--- src/bscf_ram.sv ---
// Generic single-clock RAM with one write port and one registered read port.
module bscf_ram #(
  parameter int unsigned Width = 32,
  parameter int unsigned Depth = 128
) (
  input  logic                                    clk_i,
  input  logic                                    we_i,
  input  logic [((Depth > 1) ? $clog2(Depth) : 1)-1:0] waddr_i,
  input  logic [Width-1:0]                        wdata_i,
  input  logic                                    re_i,
  input  logic [((Depth > 1) ? $clog2(Depth) : 1)-1:0] raddr_i,
  output logic [Width-1:0]                        rdata_o
);

  logic [Width-1:0] mem_q [Depth];
  logic [Width-1:0] rdata_q;

  always_ff @(posedge clk_i) begin
    if (we_i) begin
      mem_q[waddr_i] <= wdata_i;
    end
    if (re_i) begin
      rdata_q <= mem_q[raddr_i];
    end
  end

  assign rdata_o = rdata_q;

endmodule

--- config.mk ---
export PLATFORM = sky130hd
export DESIGN_NAME = bscf_ram
export DESIGN_NICKNAME = d
export VERILOG_FILES = /design/src/bscf_ram.sv
export SDC_FILE = /design/constraint.sdc
export NUM_CORES = 2
export LEC_CHECK = 0
export ABC_CLOCK_PERIOD_IN_PS = 4300
export BUFFER_PORTS_ARGS = -buffer_cell sky130_fd_sc_hd__clkbuf_2
export CAP_MARGIN = 20
export CELL_PAD_IN_SITES_DETAIL_PLACEMENT = 0
export CELL_PAD_IN_SITES_GLOBAL_PLACEMENT = 2
export CORE_ASPECT_RATIO = 0.75
export CORE_UTILIZATION = 53
export DETAILED_ROUTE_END_ITERATION = 8
export HOLD_SLACK_MARGIN = 0.02
export PLACE_DENSITY_LB_ADDON = 0.1
export SLEW_MARGIN = 20
export SYNTH_ARGS = -nofsm -noshare
export SYNTH_HDL_FRONTEND = slang
export SYNTH_SLANG_ARGS = --single-unit
--- constraint.sdc ---
create_clock -name clk_i -period 4.3 [get_ports clk_i]
set_clock_uncertainty 0.2 [all_clocks]
set_input_delay 0.43 -clock clk_i [delete_from_list [all_inputs] [get_ports clk_i]]
set_output_delay 0.43 -clock clk_i [all_outputs]
set_load 0.005 [all_outputs]
**After elaboration in Yosys (flattened, before gate mapping)**

Memory sizes are Yosys's and may differ from the RTL's. A register that Yosys moved wholly into a read port is not among the register bits.
Index checks and enable logic that the tools add are counted.

- Muxes and demuxes: 2

Operators by type and width:

| operator | count |
|---|---|
| 2-to-1 mux 1 bit | 2 |

- Bits in registers: 0
- RAM bits: 4096
- Input bits: 49
- Output and inout bits: 32
- Logic and storage cells: 3
- Memories: 1

Memories:

| name | depth | width | read ports | clocked after memory_dff | write ports | line | source |
|---|---|---|---|---|---|---|---|
| mem_q | 128 | 32 | 1 | 1 | 1 | 15 | `logic [Width-1:0] mem_q [Depth];` |

**Longest topological paths before layout**

- Depth after elaboration: 2
- Gate-level depth with buffers: 8
- Gate-level depth less buffers: 4

**Worst setup path before layout**

No wires, ideal clock.

- Path type: input port to flip-flop
- Start point: input we_i
- End point: memory mem_q[98][0] (enable)
- Setup time: 0.461 ns
- Arrival time: 3.208 ns
- Required time: 3.639 ns
- Setup slack: 0.431 ns
- Stages: 3
- Buffers on the path: 1
- Cell sequence: clkbuf_1 -> nand4_1 -> nor3_1

- Longest elaborated chain between the ends: 2

Ends and longest elaborated chain:

| item | line | source |
|---|---|---|
| start: declaration | 7 | `input logic we_i,` |
| 2-to-1 mux 1 bit | 19 | `if (we_i) begin` |
| 2-to-1 mux 1 bit (implied by the code) | 20 | `mem_q[waddr_i] <= wdata_i;` |
| end: declaration | 15 |  |

Every way passes these cells.

==> results.md <==
CTS:
- The number of buffers added for setup after CTS is 0.
- In this run the clock root is driven by a sky130_fd_sc_hd__clkbuf_16.
- Clock-pin slew was measured on the worst setup and hold paths at around 0.07 ns.
- The number of gates resized after cts is 0.
- The total clock sinks is slightly above 4000.
- The number of buffers inserted during clock tree synthesis is 391.
- The clock latency on the worst-skew pair is 0.93 ns.
- TritonCTS built the clock tree.
- The clock passes through at most 4 buffers.
- The H-tree depth is 5.

Setup path:
- The startpoint of the lowest-slack register-to-register path is mem_q[55][1].
- The register-to-register path setup slack is approximately 1.3 ns.
- STA classifies the critical path endpoint as a flop.
- The critical path data arrival time is between 3 and 4 ns.
- The endpoint identified for the worst register-to-register timing path is rdata_o[1].
- The critical path's slowest cell is sky130_fd_sc_hd__mux4_2.
- For the worst setup path, the data required time is roughly 4.8 ns.
- Counting cells, the worst reg-to-reg path comes to 4.
- Broken down by cell family, the worst path's largest delay share belongs to multiplexers.
- The sum of buffers and inverters on the critical path is 4.
- STA classifies the critical path startpoint as an input pin.
- The startpoint of the worst setup timing path is raddr_i[0].
- The class of the most critical setup path is in -> reg.
- The critical path goes through buf_12 -> buf_12 -> buf_12 -> buf_4 -> mux4_2 -> mux4_2 -> mux4_2 -> mux2_2.
- The largest single stage delay on the critical path is roughly 0.63 ns.
- The maximum fanout along the worst path is 40.

Drt:
- In the final routed layout, each cell accounts on average for ~38 µm.
- The final wirelength is slightly above 400000 µm.
- For this run, the detailed router's first-pass iteration total came to 8.
- For this block, the initial DRC count from the detailed router was slightly below 10000.
- The routed via count is 71100.
- The count of nets left with antenna violations once routing finished came out at 0.
- The DRC violation count after routing is 0.
- The average vias per placed instance is around 6.6.

Cells and area:
- In the final layout, the multi-input gates occupy ~0.032 mm².
- The sequential cell area is 0.124 mm².
- The fraction of final layout cells with drive strength greater than 1 is between 30 and 40%.
- The fill cell instance count of the final layout is between 15000 and 20000.
- The number of nets in the layout is approximately 6600.
- The relative area change from synthesis to final layout is 14.5%.
- The final cell count without fillers is about 11000.
- The finished layout cell area is between 0.15 and 0.2 mm².

Floorplan:
- The height of the die is 473 µm.
- The placeable core area is between 0.2 and 0.3 mm².
- The initial core utilization is a little over half.
- The number of top-level design ports is between 80 and 90.
- In this run the core area contains between 150 and 200 standard-cell rows.
- The area enclosed by the die boundary is 0.298 mm².
- The horizontal extent of the die is 630 µm.

Synth:
- Counting distinct cell types in the post-synthesis netlist gives 16.
- The flip-flop and latch count after synthesis is roughly 4100.
- The per-instance average area after synthesis is roughly 26 µm².
- The post-synthesis cell area is approximately 0.16 mm².
- The proportion of synthesized chip area in sequential cells is between 70% and 80%.
- The total number of yosys warnings is 0.
- The count of mapped cells out of synthesis is between 5000 and 6000.
- The net count after synthesis is between 6000 and 7000.

Pwr:
- The maximum vdd ir drop is 0.374 mV.
- The total power divided by cell area is between 400 and 500 mW/mm².
- The reported leakage power is ~55 nW.
- Total power for the finished layout comes to a little over 80 mW.

Place:
- Buffers placed on the I/O ports in this run total 80.
- Once placement finished, the instance area stood at around 0.17 mm².
- Detailed placement finished with a half-perimeter wire length of about 230000 µm.
- The number of placed instances, taps included, is approximately 10000.
- The final estimated routing congestion in global placement is roughly 0.78.

STA:
- After routing, the total negative slack on setup checks comes to 0 ns.
- The final critical path takes up about three quarters of the cycle.
- The hold violation total from the final report is 0.
- The number of max-slew violations in the final report is 0.
- The highest attainable clock frequency is between 300 and 400 MHz.
- Headroom to the max-slew limit came out at between 20% and 30%.
- The setup violation total in the final timing report is 0.
- The final critical delay including setup and external delays is approximately 3.2 ns.
- At the pin with the least slew margin, the transition time is 1.17 ns.
- Setup repair after global routing left no endpoint under its margin.

Min path:
- The worst hold path endpoint is mem_q[86][31].
- The startpoint identified for the worst hold timing path is wdata_i[31].
- Along the worst hold path, the cell count comes to 1.
- The path class of the tightest hold or removal check is in -> reg.

Status:
- The flow ran to the end, and the final reports show no timing, DRC or antenna violations.

GRT:
- Across every metal layer, demand over resource in global routing totals around 28%.
- The total grt overflow is 0.
- The number of antenna violations at the first check in global routing is a little over 60.
- The via count of the first global-routing pass came to slightly above 70000.
- The first global-routing pass estimated around 570000 µm of wire.
- Entering global routing, the biggest net connects about 100 pins.

Job:
- Across the run, the number of max-cap violations was 0.
-- stage by stage --
step	utilization (%)	hold WS (ns)	worst slack (ns)
after detailed placement	56.7	0.634	0.153
after global routing	61.1	0.0832	1.08
after global placement	56.7	0.621	0.158
after floorplan	-	0.329	0.431
after CTS	61.1	0.0292	1.15
final	61.1	0.0902	1.12
-- how the worst max path moves through the flow --
stage	to	cells past startpoint	slack, ns
2_1_floorplan	mem_q[98][0]	3	0.43
3_3_place_gp	rdata_o[13]	8	0.16
3_5_place_dp	rdata_o[13]	8	0.15
4_1_cts	rdata_o[13]	8	1.15
5_1_grt	rdata_o[13]	8	1.08
6_report	rdata_o[13]	8	1.12
-- routing by layer --
metal	routed length, µm	track usage (%)	part of all wire (%)	up-vias
met5	156	0	0.038	-
met4	8980	5.96	2.2	24
met3	43800	7.20	11	514
met2	182000	40.4	45	3359
met1	174000	43.2	42	39600
li1	-	-	-	27600
-- worst register-to-register path, stage by stage (launching register included) --
cell	delay, ns
sky130_fd_sc_hd__edfxtp_1	0.37
sky130_fd_sc_hd__mux4_2	0.47
sky130_fd_sc_hd__mux4_2	0.67
sky130_fd_sc_hd__mux4_2	0.69
sky130_fd_sc_hd__mux2_2	0.32
-- flip-flops by register name, summed over array words and instances, names as in the netlist --
name     flops
mem_q     4096
rdata_o     32
-- synthesized netlist by cell type, drive strengths merged --
master  number  share of area [%]
clkbuf     182               0.44
nand3       12              0.038
or3          1             0.0040
nor2       122               0.29
nand2b       2             0.0080
mux4      1344                 19
edfxtp    4128                 79
nor2b        7              0.028
nand4        3              0.012
buf        134               0.40
nand2       14              0.034
mux2        32               0.23
nor3         9              0.029
-- cell usage in the layout (no fill, tap or decap), types with 39 or more instances in the layout --
cell type / netlist / layout
sky130_fd_sc_hd__edfxtp_1: 4128 / 4128
sky130_fd_sc_hd__mux4_2: 1344 / 1344
sky130_fd_sc_hd__clkbuf_16: 0 / 400
sky130_fd_sc_hd__buf_4: 3 / 244
sky130_fd_sc_hd__buf_12: 0 / 158
sky130_fd_sc_hd__nor2_4: 0 / 119
sky130_fd_sc_hd__clkinv_1: 0 / 94
sky130_fd_sc_hd__clkinv_2: 0 / 70
sky130_fd_sc_hd__clkbuf_1: 182 / 63
sky130_fd_sc_hd__bufinv_16: 0 / 40
sky130_fd_sc_hd__clkbuf_2: 0 / 40
sky130_fd_sc_hd__diode_2: 0 / 39
-- what timing repair did --
| item | 4_1_cts | 5_1_grt |
|---|---|---|
| hold buffers | 29 | 3 |
| hold endpoints to repair | 978 | 143 |
| setup endpoints to repair | 0 | 0 |
-- power by group --
group	switching, mW	leakage, nW	internal [mW]
clock	14.6	6.05	19.3
combinational	2.74	11.8	1.74
sequential	0.0843	37.1	44.5
total	17.4	55.0	65.6
-- cell type report --
type	instances	share of cell area [%]
multi-input combinational	1546	18.0
clock buffer	463	5.71
antenna	39	0.0544
clock inverter	230	1.19
timing repair buffer	486	3.17
sequential	4128	69.1
tap	3915	2.73
-- cell families (layout without fill, tap and decap cells) --
kind of cell | after synthesis | in the layout | synth area share, %
other cells | 0 | 39 | 0
mux | 1376 | 1376 | 19.6
simple gates | 170 | 170 | 0.445
flops | 4128 | 4128 | 79.2
buf+inv | 316 | 1179 | 0.837
No activity file was read; power rests on OpenSTA's default activity.
