$ cat src/bscf_pkg.sv
// Shared constants and types for the bitmap set / clear / find block.
package bscf_pkg;

  // Field widths of the request and result items.
  localparam int unsigned ModeW  = 3;
  localparam int unsigned IndexW = 13;
  localparam int unsigned PosW   = 13;
  localparam int unsigned MaxW   = 12;

  // Packed stream widths, padded to whole bytes.
  localparam int unsigned InDataW  = 16;
  localparam int unsigned OutDataW = 16;

  // Reset value of the max_index register.
  localparam logic [MaxW-1:0] MaxIndexReset = 12'd4095;

  // Request modes; codes five to seven are undefined and do nothing.
  localparam logic [ModeW-1:0] ModeSet      = 3'd0;
  localparam logic [ModeW-1:0] ModeClear    = 3'd1;
  localparam logic [ModeW-1:0] ModeTest     = 3'd2;
  localparam logic [ModeW-1:0] ModeFindLow  = 3'd3;
  localparam logic [ModeW-1:0] ModeFindHigh = 3'd4;

  // Search direction of a priority encoder.
  typedef enum logic {
    DirLow  = 1'b0,
    DirHigh = 1'b1
  } dir_e;

endpackage

$ cat src/bscf_prio.sv
// Priority encoder that finds the lowest or the highest set bit of a vector.
module bscf_prio #(
  parameter int unsigned N = 128
) (
  input  logic [N-1:0]                      vec_i,
  input  bscf_pkg::dir_e                    dir_i,
  output logic                              found_o,
  output logic [((N > 1) ? $clog2(N) : 1)-1:0] idx_o
);
  import bscf_pkg::*;

  localparam int unsigned IdxW = (N > 1) ? $clog2(N) : 1;

  always_comb begin
    idx_o   = '0;
    found_o = |vec_i;
    if (dir_i == DirLow) begin
      // Walk downward so that the lowest hit is written last.
      for (int i = N - 1; i >= 0; i--) begin
        if (vec_i[i]) begin
          idx_o = IdxW'(i);
        end
      end
    end else begin
      for (int i = 0; i < N; i++) begin
        if (vec_i[i]) begin
          idx_o = IdxW'(i);
        end
      end
    end
  end

endmodule

$ cat config.mk
export PLATFORM = sky130hd
export DESIGN_NAME = bscf_prio
export DESIGN_NICKNAME = d
export VERILOG_FILES = /design/src/bscf_pkg.sv /design/src/bscf_prio.sv
export SDC_FILE = /design/constraint.sdc
export NUM_CORES = 1
export LEC_CHECK = 0
export ABC_CLOCK_PERIOD_IN_PS = 2400
export BUFFER_PORTS_ARGS = -buffer_cell sky130_fd_sc_hd__buf_2
export CAP_MARGIN = 20
export CORE_MARGIN = 1
export CORE_UTILIZATION = 45
export DETAILED_ROUTE_END_ITERATION = 8
export MAX_ROUTING_LAYER = met4
export PLACE_DENSITY = 0.85
export REMOVE_ABC_BUFFERS = 1
export SLEW_MARGIN = 20
export SYNTH_ARGS = -nofsm -noshare
export SYNTH_HDL_FRONTEND = slang
export SYNTH_SLANG_ARGS = --single-unit
$ cat constraint.sdc
create_clock -name vclk -period 2.4
set_clock_uncertainty 0.05 [all_clocks]
set_input_delay 0.48 -clock vclk [all_inputs]
set_output_delay 0.48 -clock vclk [all_outputs]
set_load 0.02 [all_outputs]
==> results by group, run 1 <==
GRT
  – Number of global-route vias before repair: 8,046
  – Total track usage: 78.4%
  – First-pass GRT wire length: 39,500 µm
  – Gr ovfl total: 153
  – Pin count of the biggest net entering global routing: 11

Floorplanning
  – Die width: 82.1 µm
  – Initial core utilization: 47.6%
  – I/O pin count: 137
  – Row Count: 28
  – Die Ht: 82.1 µm

Yosys
  – Cell count after synthesis: 515
  – Adder-cell area share of the yosys netlist: 0%
  – XOR/XNOR Fraction of Synth Area: 0%
  – Yosys warns: 0
  – Post-synth cell types: 56
  – Synthesized cell area: 2880 µm²
  – Sequential fraction of the synthesis area: 0%
  – Simple-gate share of the synthesized area: 47.8%
  – Largest family of logic cells by synthesized area: simple AND/OR/NAND/NOR gates
  – Mux cell area share after synthesis: 0%
  – Avg Cell Area, Syn: 5.60 µm²
  – Compound-Gate Fraction of Synth Area: 47.0%

Status
  – Stop err: [ERROR GRT-0116] Global routing finished with congestion. Check the congestion regions in the DRC Viewer.
  – Status: aborted with a tool error
  – Exit stage: 5_1_grt

Placement
  – IO Port Bufs: 137
  – DP HPWL: 13,300 µm
  – Routability cong.: 1.03
==> cell families after synthesis <==
group,Yosys count
AO/OA/AOI/OAI,208
buffers and inverters,40
AND/OR/NAND/NOR,267
==> per-layer routing <==
layer / GRT usage, % / overflow
met4: 97.2 / 47
met2: 103 / 102
met1: 69.1 / 2
met3: 48.9 / 2
met5: - / -
==> cells in the mapped netlist (all sizes together) (5+ instances only) <==
cell type / number / share of area, %
a2111oi: 10 / 3.1
a21oi: 63 / 11
a31oi: 5 / 1.1
inv: 39 / 5.1
nand2: 38 / 4.9
nand2b: 10 / 2.4
nand3: 18 / 3.1
nor2: 90 / 12
nor2b: 11 / 2.4
nor3: 36 / 6.2
nor4: 30 / 8.1
o211ai: 7 / 1.8
o21ai: 49 / 8.5
o21bai: 7 / 1.8
o221ai: 5 / 1.5
o311ai: 5 / 1.5
o31ai: 15 / 3.9
or2: 9 / 2.0
or4: 13 / 3.9
==> metrics by stage <==
| step | TNS, ns | setup WS (ns) | hold WS (ns) | area (µm²) | cells |
|---|---|---|---|---|---|
| after global placement | -3.55 | -0.716 | 1.33 | 5210 | 933 |
| after detailed placement | -4.67 | -0.758 | 1.34 | 5210 | 933 |
| after floorplan | -0.704 | -0.221 | 1.09 | 2880 | 514 |
| after CTS | -2.49 | -0.378 | 1.36 | 5620 | 939 |
==> repair_timing <==
item | 4_1_cts
hold buffers | 0
setup endpoints to repair | 8
gates resized for setup | 84
cloned | 0
buffers inserted | 7
pin swaps | 31
==> run 2: changes to the inputs <==
- ABC_CLOCK_PERIOD_IN_PS: 2400 -> 3100
- CORE_UTILIZATION: 45 -> 39
- MAX_ROUTING_LAYER: met4 -> not set
- PLACE_DENSITY: 0.85 -> not set
- PLACE_DENSITY_LB_ADDON: not set -> 0.15
- clock period: 2.4 -> 3.1 ns (I/O delays scaled with it)
==> results by group, run 2 <==
Status
  – Status: finished, violations left
  – Failing checks: setup timing

Detailed routing
  – WL met1: 5510 µm
  – Wire per inst: 15.0 µm
  – Vias: 5,014
  – WL met2: 6590 µm
  – Routed wl met3: 528 µm
  – Post-route ant nets: 0
  – 1st-iter DRT viols: 372
  – Residual DRC: 0
  – Vias per cell: 5.87
  – Final wirelength: 12,900 µm
  – Drt pass-1 iters: 6
  – Highest metal used: met4

Placement
  – Routability cong.: 0.950
  – Dpl ws: -0.363 ns
  – IO Port Bufs: 137
  – Cells after DPL: 851
  – Placed Instance Area: 4470 µm²
  – DP HPWL: 10,200 µm

Hold path
  – HP Class: in -> out

GRT
  – Initial antenna violation count: 0
  – Number of global-route vias before repair: 4,388
  – Total track usage: 29.6%
  – Pin count of the biggest net entering global routing: 13
  – Gr ovfl total: 0
  – First-pass GRT wire length: 18,900 µm

Power and ir drop
  – Total Power: 508 µW
  – Reg power frac: 0%
  – Peak VDD IR: 0.0630 mV
  – Switch share: 55.4%
  – Leak: 0.00207 µW
  – PD cells: 102 nW/µm²
  – Gate power share: 100.0%
  – P_int: 226 µW
  – P_sw: 282 µW
  – Clock share of power: 0%

Floorplanning
  – Die Ht: 88.0 µm
  – Row Count: 30
  – Core Region: 6980 µm²
  – Die ar.: 7740 µm²
  – I/O pin count: 137
  – Die width: 88.0 µm
  – Initial core utilization: 41.3%

Layout
  – Design Area, Final: 5000 µm²
  – Most common cell after layout, fill and taps aside: buf_2
  – Nets: 889
  – FF+latch count: 0
  – Layout area overhead: 73.4%
  – Fill count: 606
  – Ant diodes: 0
  – Register area: 0 µm²
  – Most frequent cells in the layout: 128 x buf_2, 110 x buf_4, 82 x nor2_1
  – Share of layout cells above drive strength 1: 44.3%
  – Final-layout clock buffer total: 0
  – Fin cells: 854

Yosys
  – Yosys warns: 0
  – Synthesized cell area: 2880 µm²
  – Post-synth cell types: 56
  – Most common cell in the synthesized netlist: nor2_1
  – Yosys top cell by area: nor2_1
  – Avg Cell Area, Syn: 5.60 µm²
  – Ranking of synthesized cells by area: nor2_1 12%, a21oi_1 11%, o21ai_0 7.1%
  – Sequential fraction of the synthesis area: 0%
  – Cell count after synthesis: 515
  – Post-synth top cells: 89 x nor2_1, 62 x a21oi_1, 41 x o21ai_0
  – Top cell type's share of synthesized area: 11.6%

Setup path
  – Crit path DAT: 2.45 ns
  – Max incr delay on CP: 0.38 ns
  – CP max-delay cell: a311o_1
  – Cell family with most CP delay: compound AO/OA/AOI/OAI gates
  – Element type at the critical path end: primary output
  – Kind of critical path: in -> out
  – CP Max Fanout: 5
  – Worst path cell trace: buf_2, buf_4, inv_1, a21oi_2, o211ai_1, a311o_1, a2111oi_2, a311o_1, nand4_1, buf_4
  – Required time of the critical path: 2.43 ns
  – CP Launch Type: input pin
  – Buffers and inverters on the worst path: 4

Run
  – Max-capacitance violation count: 0

Timing
  – Slew Limit Headroom: 61.1%
  – Final Hold Violating Endpoints: 0
  – Max Clock Freq: 0.320 GHz
  – Crit path time final: 3.12 ns
  – Final setup margin: -0.0214 ns
  – Final period utilization: 101%
  – Measured slew at the worst slew-check pin: 0.579 ns
  – RSZ-0062 raised after global routing: true
  – Final Max Slew Viols: 0
  – Final setup vio count: 2
[run 2: cell counts after synthesis]
No cell type changed its count.
[run 2: worst paths after layout]
| path | from | endpoint | cells past startpoint |
|---|---|---|---|
| worst max-delay path | vec_i[52] | idx_o[0] | 10 |
| worst min-delay path | vec_i[0] | found_o | 4 |
[run 2: layout make-up]
class / count / area (µm²) / area share (%)
inverter: 39 / 146 / 2.93
tap: 96 / 120 / 2.40
multi-input combinational: 475 / 3200 / 64.0
timing repair buffer: 244 / 1530 / 30.7
[run 2: routing by layer]
| metal | vias up | GRT usage (%) |
|---|---|---|
| met5 | - | 0 |
| met4 | 0 | 4.47 |
| met3 | 25 | 1.23 |
| met2 | 192 | 57.5 |
| met1 | 2304 | 36.3 |
| li1 | 2493 | - |
[run 2: power by group through the flow]
stage	Combinational [µW]	Clock [µW]	Sequential, µW
after CTS	455	0	0
final	508	0	0
after global placement	433	0	0
after floorplan	155	0	0
after detailed placement	440	0	0
after global routing	549	0	0
[run 2: cells by family after synthesis]
family | share of synthesized area [%]
simple gates | 47.8
compound gates | 47.0
buf+inv | 5.21
[run 2: timing repair]
| action | CTS | global route |
|---|---|---|
| pin swaps | 6 | 50 |
| hold buffers | 0 | 0 |
| setup buffers | 0 | 7 |
| endpoints found under the hold margin | 0 | 0 |
| endpoints found under the setup margin | 8 | 8 |
| resized for setup | 34 | 84 |
[run 2: tightest hold or removal path, cell delays in order]
cell	delay (ns)
buf_2	0.14
nor4_4	0.07
nand3_1	0.07
buf_2	0.15
[run 2: stage by stage]
step	hold WS [ns]	util (%)	TNS [ns]
final	1.62	71.6	-0.0393
after global routing	1.63	71.6	-0.278
after CTS	1.61	66.1	-0.0332
after detailed placement	1.59	64.0	-0.989
after global placement	1.60	64.0	-0.792
after floorplan	1.37	-	0
No activity file was read; power rests on OpenSTA's default activity.
==> run 3: changes to the inputs <==
==> constraint.sdc (replaced) <==
create_clock -name vclk -period 3.1
set_clock_uncertainty 0.05 [all_clocks]
set_input_delay 0.31 -clock vclk [all_inputs]
set_output_delay 0.31 -clock vclk [all_outputs]
set_load 0.02 [all_outputs]
==> results by group, run 3 (synthesis gave the netlist of run 2 again) <==
Status
  – Status: completed

Layout
  – Register area: 0 µm²
  – Ant diodes: 0
  – Share of layout cells above drive strength 1: 24.8%
  – Util after Layout: 53.2%
  – Most common cell after layout, fill and taps aside: buf_2
  – Most frequent cells in the layout: 137 x buf_2, 89 x nor2_1, 62 x a21oi_1
  – FF+latch count: 0
  – Final-layout clock buffer total: 0
  – Nets: 785
  – Fill count: 805
  – Layout area overhead: 28.8%

Floorplanning
  – Initial core utilization: 41.3%
  – Die ar.: 7740 µm²
  – Die width: 88.0 µm
  – Row Count: 30
  – I/O pin count: 137
  – Core Region: 6980 µm²
  – Die Ht: 88.0 µm

Setup path
  – Critical path's most frequent cell: buf_2
  – Worst path cell trace: buf_2, nand2b_1, a221o_1, a211oi_1, o221ai_1, a2111oi_0, buf_4, o31ai_1, nand4_1, buf_2
  – CP Launch Type: input pin
  – Element type at the critical path end: primary output
  – Max incr delay on CP: 0.64 ns
  – CP max-delay cell: a2111oi_0
  – Kind of critical path: in -> out
  – Required time of the critical path: 2.74 ns
  – Crit path launch: vec_i[2]
  – CP Max Fanout: 3
  – Crit path DAT: 2.50 ns

Detailed routing
  – Wire per inst: 14.4 µm
  – Drt pass-1 iters: 5
  – Post-route ant nets: 0
  – Final wirelength: 10,800 µm
  – Residual DRC: 0
  – Vias per cell: 6.02
  – Vias: 4,517
  – 1st-iter DRT viols: 257

Timing
  – Final setup vio count: 0
  – Measured slew at the worst slew-check pin: 0.669 ns
  – Final Hold Violating Endpoints: 0
  – Final period utilization: 92.4%
  – Crit path time final: 2.86 ns
  – Final Max Slew Viols: 0
  – Max Clock Freq: 0.349 GHz
  – RSZ-0062 raised after global routing: false
  – Setup TNS: 0 ns
  – Hold WS: 0.986 ns
  – Slew Limit Headroom: 54.8%

Power and ir drop
  – PD cells: 99.0 nW/µm²
  – Peak VDD IR: 0.0477 mV
  – Leak: 0.00143 µW
  – Total Power: 368 µW

GRT
  – Initial antenna violation count: 0
  – Pin count of the biggest net entering global routing: 13
  – Total track usage: 27.8%
  – Gr ovfl total: 0
  – First-pass GRT wire length: 17,900 µm
  – Number of global-route vias before repair: 4,158

Placement
  – Routability cong.: 0.887
  – IO Port Bufs: 137
  – DP HPWL: 9290 µm

Hold path
  – Min-delay src: vec_i[0]
  – HP Class: in -> out
  – Hold Path Sink: found_o
  – Hold-critical path depth: 4

Clock tree
  – Number of setup buffers added after CTS: 0

Run
  – Max-capacitance violation count: 0
## run 3: metrics by stage
stage               cell area [µm²]  setup slack, ns  cells
CTS                            3710            0.263    750
global route                   3710            0.108    750
detailed placement             3710            0.283    750
floorplan                      2880            0.819    514
global placement               3710            0.287    750
finish                         3710            0.237    750
## run 3: worst max path at each step
| stage | end | slack, ns |
|---|---|---|
| 4_1_cts | idx_o[0] | 0.26 |
| 6_report | idx_o[0] | 0.24 |
| 2_1_floorplan | idx_o[2] | 0.82 |
| 5_1_grt | idx_o[0] | 0.11 |
| 3_3_place_gp | idx_o[0] | 0.29 |
| 3_5_place_dp | idx_o[0] | 0.28 |
## run 3: cell type report
type | count | area, µm² | share of cell area (%)
Inverter | 39 | 146 | 3.94
Multi-Input combinational cell | 475 | 2740 | 73.8
Tap cell | 96 | 120 | 3.23
Timing Repair Buffer | 140 | 708 | 19.1
## run 3: per-layer routing
layer / routed length [µm] / vias to the layer above / GRT usage, % / share of wire, %
li1: - / 2291 / - / -
met1: 4840 / 2047 / 35.4 / 45
met2: 5190 / 157 / 51.4 / 48
met3: 571 / 22 / 1.89 / 5.3
met4: 204 / 0 / 5.37 / 1.9
met5: 0 / - / 0 / 0
## run 3: critical path, delay by kind of cell
kind                   cells  cell delay [ns]
and+or+nand+nor            2             0.24
AOI/OAI and AO/OA          5             1.43
buffers and inverters      3             0.51
## run 3: report_power, final
| part | internal (µW) | switching, µW | total [µW] |
|---|---|---|---|
| Combinational | 141 | 227 | 368 |
| Clock | 0 | 0 | 0 |
| Sequential | 0 | 0 | 0 |
## run 3: what timing repair did
action | in CTS | in global routing
gates resized for setup | 0 | 1
hold buffers | 0 | 0
endpoints found under the setup margin | 0 | 1
==> run 4: changes to the inputs <==
- ABC_CLOCK_PERIOD_IN_PS: 3100 -> 3300
- CORE_UTILIZATION: 39 -> 54
- SLEW_MARGIN: 20 -> 0
- clock period: 3.1 -> 3.3 ns (I/O delays scaled with it)
==> results by group, run 4 (synthesis gave the netlist of run 2 again) <==
Status
  – Status: completed

Timing
  – Measured slew at the worst slew-check pin: 0.646 ns
  – Hold WS: 1.02 ns
  – RSZ-0062 raised after global routing: false
  – Final setup margin: 0.541 ns
  – Final period utilization: 83.6%
  – Slew Limit Headroom: 55.8%
  – Final setup vio count: 0
  – Max Clock Freq: 0.362 GHz
  – Setup TNS: 0 ns
  – Final Hold Violating Endpoints: 0
  – Final Max Slew Viols: 0
  – Crit path time final: 2.76 ns

Power and ir drop
  – Leak: 0.00143 µW
  – P_sw: 212 µW
  – Switch share: 61.5%
  – P_int: 133 µW
  – PD cells: 93.9 nW/µm²
  – Reg power frac: 0%
  – Gate power share: 100.0%
  – Clock share of power: 0%
  – Peak VDD IR: 0.0580 mV

Layout
  – Fin cells: 723
  – Most frequent cells in the layout: 137 x buf_2, 89 x nor2_1, 62 x a21oi_1
  – Final-layout clock buffer total: 0
  – FF+latch count: 0
  – Nets: 784
  – Most common cell after layout, fill and taps aside: buf_2
  – Layout area overhead: 27.2%
  – Design Area, Final: 3670 µm²
  – Share of layout cells above drive strength 1: 24.5%
  – Ant diodes: 0
  – Register area: 0 µm²

Setup path
  – Kind of critical path: in -> out
  – Required time of the critical path: 2.92 ns
  – Crit path DAT: 2.38 ns
  – CP Launch Type: input pin
  – CP Max Fanout: 5
  – Element type at the critical path end: primary output

Placement
  – Dpl ws: 0.602 ns
  – IO Port Bufs: 137
  – Routability cong.: 0.924
  – DP HPWL: 8780 µm
  – Placed Instance Area: 3670 µm²
  – Cells after DPL: 723

GRT
  – Gr ovfl total: 0
  – First-pass GRT wire length: 15,900 µm
  – Number of global-route vias before repair: 3,921
  – Initial antenna violation count: 0
  – Pin count of the biggest net entering global routing: 13
  – Total track usage: 34.8%

Floorplanning
  – Die ar.: 5640 µm²
  – Row Count: 26
  – Die width: 75.1 µm
  – Initial core utilization: 56.1%
  – Core Region: 5140 µm²
  – I/O pin count: 137
  – Die Ht: 75.1 µm

Detailed routing
  – Wire per inst: 14.3 µm
  – Residual DRC: 0
  – Vias per cell: 6.37
  – Vias: 4,605
  – Final wirelength: 10,400 µm
  – Post-route ant nets: 0
  – 1st-iter DRT viols: 341
  – Drt pass-1 iters: 5

Clock tree
  – CTS resizes: 0
  – Post-CTS Hold Buffers: 0
  – Number of setup buffers added after CTS: 0

Hold path
  – HP Class: in -> out
  – Hold-critical path depth: 4
  – Min-delay src: vec_i[1]
  – Hold Path Sink: found_o

Run
  – Max-capacitance violation count: 0
[run 4: cell types whose count changed in the layout (fill, tap and decap cells not counted), sizes merged]
cell	before	now
buf	140	139
[run 4: metrics by stage]
step / utilization [%] / power [µW]
detailed placement: 71.4 / 336
finish: 71.4 / 344
global route: 71.4 / 381
floorplan: - / 146
CTS: 71.4 / 338
global placement: 71.4 / 328
[run 4: final cells by class]
cell class / instances / area [µm²]
well taps: 70 / 87.6
multi-input cells: 475 / 2730
inverters: 39 / 146
fillers: 513 / 1470
repair buffers: 139 / 701
[run 4: worst max-delay path, stage by stage]
cell and delay (ns):
buf_2 0.13, nor4_1 0.43, o21ai_0 0.18, a2111oi_1 0.63
o2111ai_1 0.24, a22oi_1 0.18, o21ai_1 0.10, buf_2 0.17
[run 4: power by group through the flow]
stage | sequential (µW) | clock, µW | combinational, µW
3_3_place_gp | 0 | 0 | 328
3_5_place_dp | 0 | 0 | 336
4_1_cts | 0 | 0 | 338
5_1_grt | 0 | 0 | 381
2_1_floorplan | 0 | 0 | 146
6_report | 0 | 0 | 344
[run 4: layer usage]
layer,global-route usage (%),part of all wire (%),up-vias
li1,-,-,2296
met1,41.8,43,2078
met2,66.3,49,213
met3,2.01,6.2,18
met4,9.22,2.0,0
met5,0,0,-
[run 4: how the worst max path moves through the flow]
stage          slack [ns]  depth (start not counted)  startpoint       end
6_report             0.54                          8  vec_i[103]  idx_o[2]
5_1_grt              0.31                          8  vec_i[102]  idx_o[2]
4_1_cts              0.59                          8  vec_i[103]  idx_o[2]
3_5_place_dp         0.60                          8  vec_i[103]  idx_o[2]
3_3_place_gp         0.58                          8  vec_i[103]  idx_o[2]
2_1_floorplan        0.98                          7   vec_i[99]  idx_o[2]
